File: config.mk
export PLATFORM = sky130hd
export DESIGN_NAME = fast_walsh_hadamard_transform_core_flat
export DESIGN_NICKNAME = d
export VERILOG_FILES = /design/src/design/fwht_pkg.sv /design/src/design/fwht_if.sv /design/src/design/fwht_cell.sv /design/src/design/fwht_ctrl.sv /design/src/design/fast_walsh_hadamard_transform_core.sv /design/src/flat_wrapper.sv
export SDC_FILE = /design/constraint.sdc
export NUM_CORES = 2
export LEC_CHECK = 0
export BUFFER_PORTS_ARGS = -buffer_cell sky130_fd_sc_hd__buf_2
export CORE_ASPECT_RATIO = 0.6
export CORE_MARGIN = 10
export CORE_UTILIZATION = 65
export DETAILED_ROUTE_END_ITERATION = 7
export PLACE_DENSITY = 0.86
export SETUP_SLACK_MARGIN = 0.5
export SKIP_CTS_REPAIR_TIMING = 1
export SYNTH_ARGS = -nofsm -noshare
export SYNTH_HDL_FRONTEND = slang
export SYNTH_SLANG_ARGS = --single-unit
File: constraint.sdc
create_clock -name clk -period 82.9 [get_ports clk]
set_input_delay 4.145 -clock clk [delete_from_list [all_inputs] [get_ports clk]]
set_output_delay 4.145 -clock clk [all_outputs]
set_load 0.02 [all_outputs]
File: src/design/fwht_pkg.sv
`timescale 1ns / 1ps

package fwht_pkg;

	localparam int SAMPLE_W       = 16;
	localparam int COEF_W         = 23;
	localparam int IDX_W          = 6;
	localparam int LOGSIZE_W      = 3;
	localparam int LOG_POINTS_DEF = 6;

	typedef logic signed [SAMPLE_W-1:0] sample_t;
	typedef logic signed [COEF_W-1:0]   coef_t;
	typedef logic [LOGSIZE_W-1:0]       logsize_t;

	typedef enum logic [1:0] {
		ST_LOAD,
		ST_XFORM,
		ST_DRAIN
	} state_t;

	// per-cycle commands from the sequencer to the cell row
	typedef struct packed {
		logic shift;        // every cell takes its input
		logic tail_wr;      // tail cell takes the tail value
		logic tail_from_in; // tail value is the incoming sample
		logic bfly;         // butterfly: tail cell gets sum, the cell the partner moves into gets difference
		logic emit;         // head goes to the output register
		logic emit_last;    // that coefficient closes the frame
	} ctrl_t;

endpackage

File: src/design/fwht_if.sv
`timescale 1ns / 1ps

interface fwht_sample_if;
	logic              valid;
	logic              ready;
	fwht_pkg::sample_t sample;

	modport source (output valid, output sample, input ready);
	modport sink   (input valid, input sample, output ready);
endinterface

interface fwht_coef_if;
	logic                          valid;
	logic                          ready;
	fwht_pkg::coef_t               coefficient;
	logic [fwht_pkg::IDX_W-1:0]    coeff_index;
	logic                          last;

	modport source (output valid, output coefficient, output coeff_index, output last,
		input ready);
	modport sink   (input valid, input coefficient, input coeff_index, input last,
		output ready);
endinterface

interface fwht_cfg_if;
	logic               valid;
	logic               ready;
	fwht_pkg::logsize_t log_size;

	modport source (output valid, output log_size, input ready);
	modport sink   (input valid, input log_size, output ready);
endinterface

File: src/design/fwht_cell.sv
`timescale 1ns / 1ps

module fwht_cell (
	input  logic            clk,
	input  logic            en,
	input  logic            sel,
	input  fwht_pkg::coef_t alt,
	input  fwht_pkg::coef_t nbr,
	output fwht_pkg::coef_t q
);
	import fwht_pkg::*;

	coef_t val_q;

	// no reset: contents are always written before they are read
	always_ff @(posedge clk) begin
		if (en) begin
			val_q <= sel ? alt : nbr;
		end
	end

	assign q = val_q;

endmodule

File: src/design/fwht_ctrl.sv
`timescale 1ns / 1ps

module fwht_ctrl #(
	parameter int LOG_POINTS = fwht_pkg::LOG_POINTS_DEF
) (
	input  logic                       clk,
	input  logic                       arst_n,
	input  logic                       cfg_we,
	input  fwht_pkg::logsize_t         cfg_data,
	input  logic                       in_valid,
	input  logic                       out_free,
	output logic                       in_ready,
	output fwht_pkg::ctrl_t            ctl,
	output logic [LOG_POINTS-1:0]      tail_idx,
	output logic [LOG_POINTS-1:0]      wr_idx,
	output logic [LOG_POINTS-1:0]      tap_idx,
	output logic [LOG_POINTS-1:0]      emit_idx
);
	import fwht_pkg::*;

	localparam int KMAX = (LOG_POINTS > 7) ? 7 : LOG_POINTS;

	state_t                state_q, state_d;
	logsize_t              log_size_q;
	logsize_t              k;
	logsize_t              pass_q;
	logic [LOG_POINTS-1:0] cnt_q;
	logic [LOG_POINTS-1:0] mask;
	logic [LOG_POINTS-1:0] stride;
	logic                  last_cnt;
	logic                  last_pass;
	logic                  bit_clear;

	// effective log size, clamped to 1..KMAX
	always_comb begin
		if (log_size_q == '0) begin
			k = LOGSIZE_W'(1);
		end else if (log_size_q > LOGSIZE_W'(KMAX)) begin
			k = LOGSIZE_W'(KMAX);
		end else begin
			k = log_size_q;
		end
	end

	// frame length minus one
	always_comb begin
		for (int b = 0; b < LOG_POINTS; b++) begin
			mask[b] = (b < int'(k));
		end
	end

	assign stride    = LOG_POINTS'(1) << pass_q;
	assign last_cnt  = (cnt_q == mask);
	assign last_pass = (pass_q == k - LOGSIZE_W'(1));
	assign bit_clear = ((cnt_q & stride) == '0);

	// next state
	always_comb begin
		state_d = state_q;
		case (state_q)
			ST_LOAD: begin
				if (in_valid && last_cnt) begin
					state_d = ST_XFORM;
				end
			end
			ST_XFORM: begin
				if (last_cnt && last_pass) begin
					state_d = ST_DRAIN;
				end
			end
			ST_DRAIN: begin
				if (out_free && last_cnt) begin
					state_d = ST_LOAD;
				end
			end
			default: state_d = ST_LOAD;
		endcase
	end

	// outputs
	always_comb begin
		ctl      = '0;
		in_ready = 1'b0;
		case (state_q)
			ST_LOAD: begin
				in_ready         = 1'b1;
				ctl.shift        = in_valid;
				ctl.tail_wr      = in_valid;
				ctl.tail_from_in = 1'b1;
			end
			ST_XFORM: begin
				ctl.shift   = 1'b1;
				ctl.tail_wr = 1'b1;
				ctl.bfly    = bit_clear;
			end
			ST_DRAIN: begin
				ctl.shift     = out_free;
				ctl.tail_wr   = out_free;
				ctl.emit      = out_free;
				ctl.emit_last = last_cnt;
			end
			default: begin
				ctl = '0;
			end
		endcase
	end

	always_ff @(posedge clk or negedge arst_n) begin
		if (!arst_n) begin
			state_q <= ST_LOAD;
		end else begin
			state_q <= state_d;
		end
	end

	always_ff @(posedge clk or negedge arst_n) begin
		if (!arst_n) begin
			log_size_q <= LOGSIZE_W'(LOG_POINTS_DEF);
			cnt_q      <= '0;
			pass_q     <= '0;
		end else if (cfg_we) begin
			// a write drops any partial frame
			log_size_q <= cfg_data;
			cnt_q      <= '0;
		end else if (ctl.shift) begin
			cnt_q <= last_cnt ? '0 : cnt_q + LOG_POINTS'(1);
			if (state_q == ST_XFORM && last_cnt) begin
				pass_q <= last_pass ? '0 : pass_q + LOGSIZE_W'(1);
			end
		end
	end

	assign tail_idx = mask;
	assign tap_idx  = stride;
	assign wr_idx   = stride - LOG_POINTS'(1);
	assign emit_idx = cnt_q;

	a_cnt_in_frame: assert property (@(posedge clk) disable iff (!arst_n)
		(cnt_q & ~mask) == '0)
		else $error("position count beyond frame");

	a_pass_in_range: assert property (@(posedge clk) disable iff (!arst_n)
		pass_q < k)
		else $error("butterfly pass beyond log size");

	a_last_to_load: assert property (@(posedge clk) disable iff (!arst_n)
		ctl.emit && ctl.emit_last |=> state_q == ST_LOAD)
		else $error("not back to loading after last coefficient");

	a_no_write_clash: assert property (@(posedge clk) disable iff (!arst_n)
		ctl.bfly |-> wr_idx != tail_idx)
		else $error("butterfly write hits tail cell");

endmodule

File: src/design/fast_walsh_hadamard_transform_core.sv
`timescale 1ns / 1ps
// Channel   Dir  Payload                               Item accepted
// samples   in   sample[15:0] signed                   samples.valid && samples.ready
// coeffs    out  coefficient[22:0] signed, coeff_index[5:0], last
//                                                      coeffs.valid && coeffs.ready
// cfg       in   log_size[2:0]                         cfg.valid && cfg.ready (ready stays high)
//
// A frame of N = 2^k samples (k = log_size clamped to 1..LOG_POINTS) loads one per cycle.
// The transform then runs k passes, each one full turn of the cell row.
// Draining then emits the N coefficients in index order through the output register.
// Samples are refused during transform and drain; coeffs stalls freeze the row in drain.
// Reset clears the sequencer, sets log_size to 6 and the output to empty.
module fast_walsh_hadamard_transform_core #(
	parameter int LOG_POINTS = fwht_pkg::LOG_POINTS_DEF
) (
	input  logic        clk,
	input  logic        arst_n,
	fwht_sample_if.sink samples,
	fwht_coef_if.source coeffs,
	fwht_cfg_if.sink    cfg
);
	import fwht_pkg::*;

	localparam int P = 1 << LOG_POINTS;

	// The cells form a ring, cell 0 is the head. On each shift every cell takes the
	// value of its right neighbor; the tail cell (N-1) takes the new sample while
	// loading, or the recirculated head value during the transform and drain.
	//
	// Pass with stride h: when the head holds element j with bit h of j clear,
	// its partner j+h sits in cell h. Head+partner goes to the tail, and
	// head-partner replaces the partner as it moves into cell h-1. When the
	// partner reaches the head later it already holds its difference and just
	// goes round.

	ctrl_t                 ctl;
	logic                  out_free;
	logic [LOG_POINTS-1:0] tail_idx, wr_idx, tap_idx, emit_idx;

	coef_t cell_q   [P];
	logic  cell_sel [P];
	coef_t cell_alt [P];
	coef_t cell_nbr [P];

	// partner candidates: only cells 1, 2, 4, ... can hold the partner
	coef_t tap_cand [LOG_POINTS];

	coef_t head, tap, sum, diff, tail_data;

	logic                 out_valid_q;
	coef_t                coef_q;
	logic [IDX_W-1:0]     idx_q;
	logic                 last_q;

	assign cfg.ready = 1'b1;
	assign out_free  = !out_valid_q || coeffs.ready;

	fwht_ctrl #(
		.LOG_POINTS(LOG_POINTS)
	) u_ctrl (
		.clk     (clk),
		.arst_n  (arst_n),
		.cfg_we  (cfg.valid),
		.cfg_data(cfg.log_size),
		.in_valid(samples.valid),
		.out_free(out_free),
		.in_ready(samples.ready),
		.ctl     (ctl),
		.tail_idx(tail_idx),
		.wr_idx  (wr_idx),
		.tap_idx (tap_idx),
		.emit_idx(emit_idx)
	);

	for (genvar b = 0; b < LOG_POINTS; b++) begin : g_tap
		assign tap_cand[b] = cell_q[2**b];
	end

	// tap_idx is one-hot: select among the power-of-two cells
	always_comb begin
		tap = '0;
		for (int b = 0; b < LOG_POINTS; b++) begin
			if (tap_idx[b]) begin
				tap = tap_cand[b];
			end
		end
	end

	// butterfly at the head of the row
	assign head = cell_q[0];
	assign sum  = head + tap;
	assign diff = head - tap;

	always_comb begin
		if (ctl.tail_from_in) begin
			tail_data = COEF_W'(samples.sample);
		end else if (ctl.bfly) begin
			tail_data = sum;
		end else begin
			tail_data = head;
		end
	end

	for (genvar i = 0; i < P; i++) begin : g_cell
		logic is_tail, is_wr;

		assign is_tail     = (tail_idx == LOG_POINTS'(i));
		assign is_wr       = (wr_idx == LOG_POINTS'(i));
		assign cell_sel[i] = (ctl.tail_wr && is_tail) || (ctl.bfly && is_wr);
		assign cell_alt[i] = is_tail ? tail_data : diff;

		if (i == P - 1) begin : g_end
			assign cell_nbr[i] = tail_data;
		end else begin : g_mid
			assign cell_nbr[i] = cell_q[i+1];
		end

		fwht_cell u_cell (
			.clk(clk),
			.en (ctl.shift),
			.sel(cell_sel[i]),
			.alt(cell_alt[i]),
			.nbr(cell_nbr[i]),
			.q  (cell_q[i])
		);
	end

	// output register: holds one coefficient while the consumer stalls
	always_ff @(posedge clk or negedge arst_n) begin
		if (!arst_n) begin
			out_valid_q <= 1'b0;
		end else if (ctl.emit) begin
			out_valid_q <= 1'b1;
		end else if (coeffs.ready) begin
			out_valid_q <= 1'b0;
		end
	end

	always_ff @(posedge clk) begin
		if (ctl.emit) begin
			coef_q <= head;
			idx_q  <= IDX_W'(emit_idx);
			last_q <= ctl.emit_last;
		end
	end

	assign coeffs.valid       = out_valid_q;
	assign coeffs.coefficient = coef_q;
	assign coeffs.coeff_index = idx_q;
	assign coeffs.last        = last_q;

endmodule

File: src/flat_wrapper.sv
// flat-port wrapper written by rule: the top's interface ports become plain ports
module fast_walsh_hadamard_transform_core_flat import fwht_pkg::*;
#(
	parameter int LOG_POINTS = fwht_pkg::LOG_POINTS_DEF
)
  (clk, arst_n, samples_valid, samples_sample, samples_ready, coeffs_valid, coeffs_coefficient, coeffs_coeff_index, coeffs_last, coeffs_ready, cfg_valid, cfg_log_size, cfg_ready);
  fwht_sample_if samples_i ();
  fwht_coef_if coeffs_i ();
  fwht_cfg_if cfg_i ();
  input  logic clk;
  input  logic arst_n;
  input wire logic [$bits(samples_i.valid)-1:0] samples_valid;
  input wire logic [$bits(samples_i.sample)-1:0] samples_sample;
  output wire logic [$bits(samples_i.ready)-1:0] samples_ready;
  output wire logic [$bits(coeffs_i.valid)-1:0] coeffs_valid;
  output wire logic [$bits(coeffs_i.coefficient)-1:0] coeffs_coefficient;
  output wire logic [$bits(coeffs_i.coeff_index)-1:0] coeffs_coeff_index;
  output wire logic [$bits(coeffs_i.last)-1:0] coeffs_last;
  input wire logic [$bits(coeffs_i.ready)-1:0] coeffs_ready;
  input wire logic [$bits(cfg_i.valid)-1:0] cfg_valid;
  input wire logic [$bits(cfg_i.log_size)-1:0] cfg_log_size;
  output wire logic [$bits(cfg_i.ready)-1:0] cfg_ready;
  assign samples_i.valid = samples_valid;
  assign samples_i.sample = samples_sample;
  assign samples_ready = samples_i.ready;
  assign coeffs_valid = coeffs_i.valid;
  assign coeffs_coefficient = coeffs_i.coefficient;
  assign coeffs_coeff_index = coeffs_i.coeff_index;
  assign coeffs_last = coeffs_i.last;
  assign coeffs_i.ready = coeffs_ready;
  assign cfg_i.valid = cfg_valid;
  assign cfg_i.log_size = cfg_log_size;
  assign cfg_ready = cfg_i.ready;
  fast_walsh_hadamard_transform_core #(.LOG_POINTS(LOG_POINTS)) u_core (.clk(clk), .arst_n(arst_n), .samples(samples_i), .coeffs(coeffs_i), .cfg(cfg_i));
endmodule
==> metrics.log <==
[metrics] run status: completed
[metrics] drt drc: 0
[metrics] # fillers: between 5000 and 6000
[metrics] list of cells traversed by the critical path: buf_2, nor2b_1, nor2_4, buf_4, nor2_1, buf_4, inv_8, buf_4, buf_4, buf_4, buf_4, buf_4
[metrics] most common cell after layout, fill and taps aside: sky130_fd_sc_hd__edfxtp_1
[metrics] commonest non-fill, non-tap cells in the layout: sky130_fd_sc_hd__edfxtp_1, sky130_fd_sc_hd__nand2_1, sky130_fd_sc_hd__o21ai_0, sky130_fd_sc_hd__nor2_1, sky130_fd_sc_hd__a21oi_1
[metrics] first-pass GRT wire length: between 200000 and 250000 um
[metrics] TritonRoute pass-1 iters: 7
[metrics] max cap viols: 0
[metrics] post-detailed-routing wire length: 143000 um
[metrics] commonest register cell after synthesis: sky130_fd_sc_hd__edfxtp_1
[metrics] time the final worst path needs with I/O delays and setup: approximately 11 ns
[metrics] x dimension of the die: approximately 420 um
[metrics] area of the core: around 0.094 mm2
[metrics] drt first-iter violations: ~6600
[metrics] combined area of all synthesized cells: 0.0612 mm2
[metrics] maximum number of pins on one net before global-route repair: about 210
[metrics] later-pin clock latency in the skew report: between 0.7 and 0.8 ns
[metrics] hold path start: u_core.g_cell[23].u_cell.q[10]$_DFFE_PP_
[metrics] largest area contributor in the synthesized netlist: sky130_fd_sc_hd__edfxtp_1
[metrics] average vias per placed instance: approximately 6.5
[metrics] unrepaired setup endpoints after global routing: no
[metrics] deepest level of the CTS H-tree: 3
[metrics] Data required, critical path: 83.25 ns
[metrics] Final Hold Vio Count: 0
[metrics] remaining global-route overflow: 0
[metrics] most frequent cell on the critical path: sky130_fd_sc_hd__buf_4
[metrics] Die Area: 0.107 mm2
[metrics] effective utilization at floorplan: 0.654
[metrics] Slew HR: 0.0800
[metrics] standard-cell rows: 87
[metrics] total I/O pin count: between 50 and 60
[metrics] via count of the first global-routing pass: ~33000
[metrics] sum of negative setup slack: 0 ns
[metrics] post-detailed-route wirelength per cell: between 20 and 30 um
[metrics] share of the clock period used by the worst path: 0.127
[metrics] net count after synthesis: just under 5000
[metrics] number of flip-flops and latches in the synthesized netlist: 1517
[metrics] area added between synthesis and finish: 4.52%
[metrics] total via count after detailed routing: between 30000 and 40000
[metrics] number of buffers inserted by port buffering: 55
[metrics] number of different library cells in the post-synthesis netlist: 78
[metrics] Crit-path slowest cell: sky130_fd_sc_hd__buf_4
[metrics] vertical extent of the die: roughly 260 um
[metrics] maximum clock rate: between 90 and 100 MHz
[metrics] cell types occupying the most area after synthesis: sky130_fd_sc_hd__edfxtp_1, sky130_fd_sc_hd__clkbuf_1, sky130_fd_sc_hd__o21ai_0
[metrics] worst clock skew: about 0.039 ns
[metrics] number of slew-limit violations in the final report: 0
[metrics] clock tree from TritonCTS: done
[metrics] aggregate global-route resource usage: 0.260
[metrics] proportion of layout cells with a drive suffix above 1: 0.0946
[metrics] class of the most critical setup path: primary input to flop
[metrics] portion of the post-synthesis area used by sequential elements: 0.743
[metrics] clock edge transition at the registers on the reported setup and hold paths: ~0.070 ns
[metrics] share of flip-flops with an asynchronous set or reset after synthesis: 0.00989
[metrics] final RePlAce weighted congestion: ~0.96
[metrics] number of enable flip-flop cells after synthesis: between 1500 and 2000
[metrics] element type at the critical path end: flop
[metrics] DRT antenna net count: 0
[metrics] mean post-synth cell area: 12.6 um2
[metrics] TritonCTS buffer count: between 100 and 150
[metrics] Finish-stage setup viols: 0
[metrics] placed wire-length estimate after detailed placement: between 80000 and 90000 um
[metrics] clock root buffer: sky130_fd_sc_hd__clkbuf_16
[metrics] startpoint of the most critical setup path: coeffs_ready
[metrics] antenna violations before repair: 8
[metrics] element type at the critical path start: primary input
[metrics] number of sinks driven by the clock tree: ~1500
[metrics] min-delay worst type: flop to flop
[metrics] nets: 4126
[metrics] transition at the pin with the smallest max-transition slack: ~1.4 ns
[metrics] Slowest Stage Delay on Critical Path: a little under 1 ns
[metrics] synthesized netlist cell count: roughly 4800
[metrics] CP Data Arrival Time: 10.91 ns
[metrics] Synth warnings: 0
[metrics] peak fanout along the critical path: ~170
[metrics] area fraction of the dominant cell type after synthesis: 0.737
[metrics] worst flop-to-flop path startpoint: u_core.u_ctrl.state_q[0]$_DFFE_PN0P_
[metrics] buffers from clock root to sink, at most: 3
[state kept, by name (all words and copies together) (netlist names)]
name / cells
u_core.g_cell.u_cell.q: 1472
u_core.coeffs.coefficient: 23
u_core.coeffs.coeff_index: 6
u_core.u_ctrl.emit_idx: 6
u_core.u_ctrl.log_size_q: 3
u_core.u_ctrl.pass_q: 3
u_core.u_ctrl.state_q: 2
u_core.coeffs.last: 1
u_core.coeffs.valid: 1
[per-stage QoR]
step / hold slack (ns) / area [um2] / instances / setup WS, ns / util
2_1_floorplan: 0.423 / 61200 / 4845 / 45.91 / -
3_3_place_gp: 0.400 / 59900 / 5173 / 71.98 / 0.639
3_5_place_dp: 0.405 / 59900 / 5173 / 71.83 / 0.639
4_1_cts: 0.405 / 64000 / 5400 / 72.49 / 0.683
5_1_grt: 0.413 / 64000 / 5401 / 71.94 / 0.683
6_report: 0.411 / 64000 / 5404 / 72.34 / 0.683
[routing by layer]
layer,GRT usage,share of wire
met2,0.360,0.42
met4,0.0985,0.042
met3,0.0919,0.16
met5,0,0.00038
met1,0.380,0.38
[critical path, delay by kind of cell]
family,cells,cell delay (ns)
buf+inv,9,6.06
simple gates,3,0.36
[cell type report]
cell class / instances / area (um2) / share of cell area
flip-flops and latches: 1517 / 45500 / 0.711
multi-input cells: 2207 / 11600 / 0.182
clock buffers: 144 / 3140 / 0.0490
well taps: 1246 / 1560 / 0.0244
repair buffers: 148 / 986 / 0.0154
clock inverters: 83 / 957 / 0.0150
inverters: 55 / 214 / 0.00334
diodes: 4 / 10.0 / 0.000156
[kinds of logic after synthesis]
family	synth area share
flip-flops	0.743
AO/OA/AOI/OAI	0.0935
other	0.0000613
adder cells (fa/ha/maj)	0.0111
multiplexers	0.00276
buffers and inverters	0.0708
XOR/XNOR	0.00673
AND/OR/NAND/NOR	0.0719
[cell usage after synthesis (11+ instances only)]
cell type,count
sky130_fd_sc_hd__clkbuf_1,1026
sky130_fd_sc_hd__nand3_1,31
sky130_fd_sc_hd__a21o_1,17
sky130_fd_sc_hd__a31oi_1,11
sky130_fd_sc_hd__o22ai_1,14
sky130_fd_sc_hd__o211ai_1,40
sky130_fd_sc_hd__nor2_1,252
sky130_fd_sc_hd__xnor2_1,38
sky130_fd_sc_hd__o311ai_0,27
sky130_fd_sc_hd__dfrtp_1,13
sky130_fd_sc_hd__inv_1,53
sky130_fd_sc_hd__o21ai_0,602
sky130_fd_sc_hd__nand2_1,703
sky130_fd_sc_hd__ha_1,51
sky130_fd_sc_hd__a21oi_1,175
sky130_fd_sc_hd__buf_2,22
sky130_fd_sc_hd__a211oi_1,13
sky130_fd_sc_hd__edfxtp_1,1502
sky130_fd_sc_hd__o2111ai_1,12
sky130_fd_sc_hd__nor3_1,27
sky130_fd_sc_hd__a221oi_1,31
[final timing paths]
check / end / slack, ns / cells after the start
setup / recovery: u_core.g_cell[15].u_cell.q[4]$_DFFE_PP_ / 72.34 / 12
hold / removal: u_core.g_cell[22].u_cell.q[10]$_DFFE_PP_ / 0.41 / 0
setup reg to reg: u_core.g_cell[15].u_cell.q[4]$_DFFE_PP_ / 75.19 / 11
hold reg to reg: u_core.g_cell[22].u_cell.q[10]$_DFFE_PP_ / 0.41 / 0
max in group asynchronous: u_core.u_ctrl.log_size_q[1]$_DFFE_PN1P_ / 79.28 / 1
min in group asynchronous: u_core.u_ctrl.emit_idx[4]$_DFFE_PN0P_ / 3.30 / 1
Power is not shown: default switching activity piles up to over one toggle a cycle in this logic, so the estimate is an artifact.
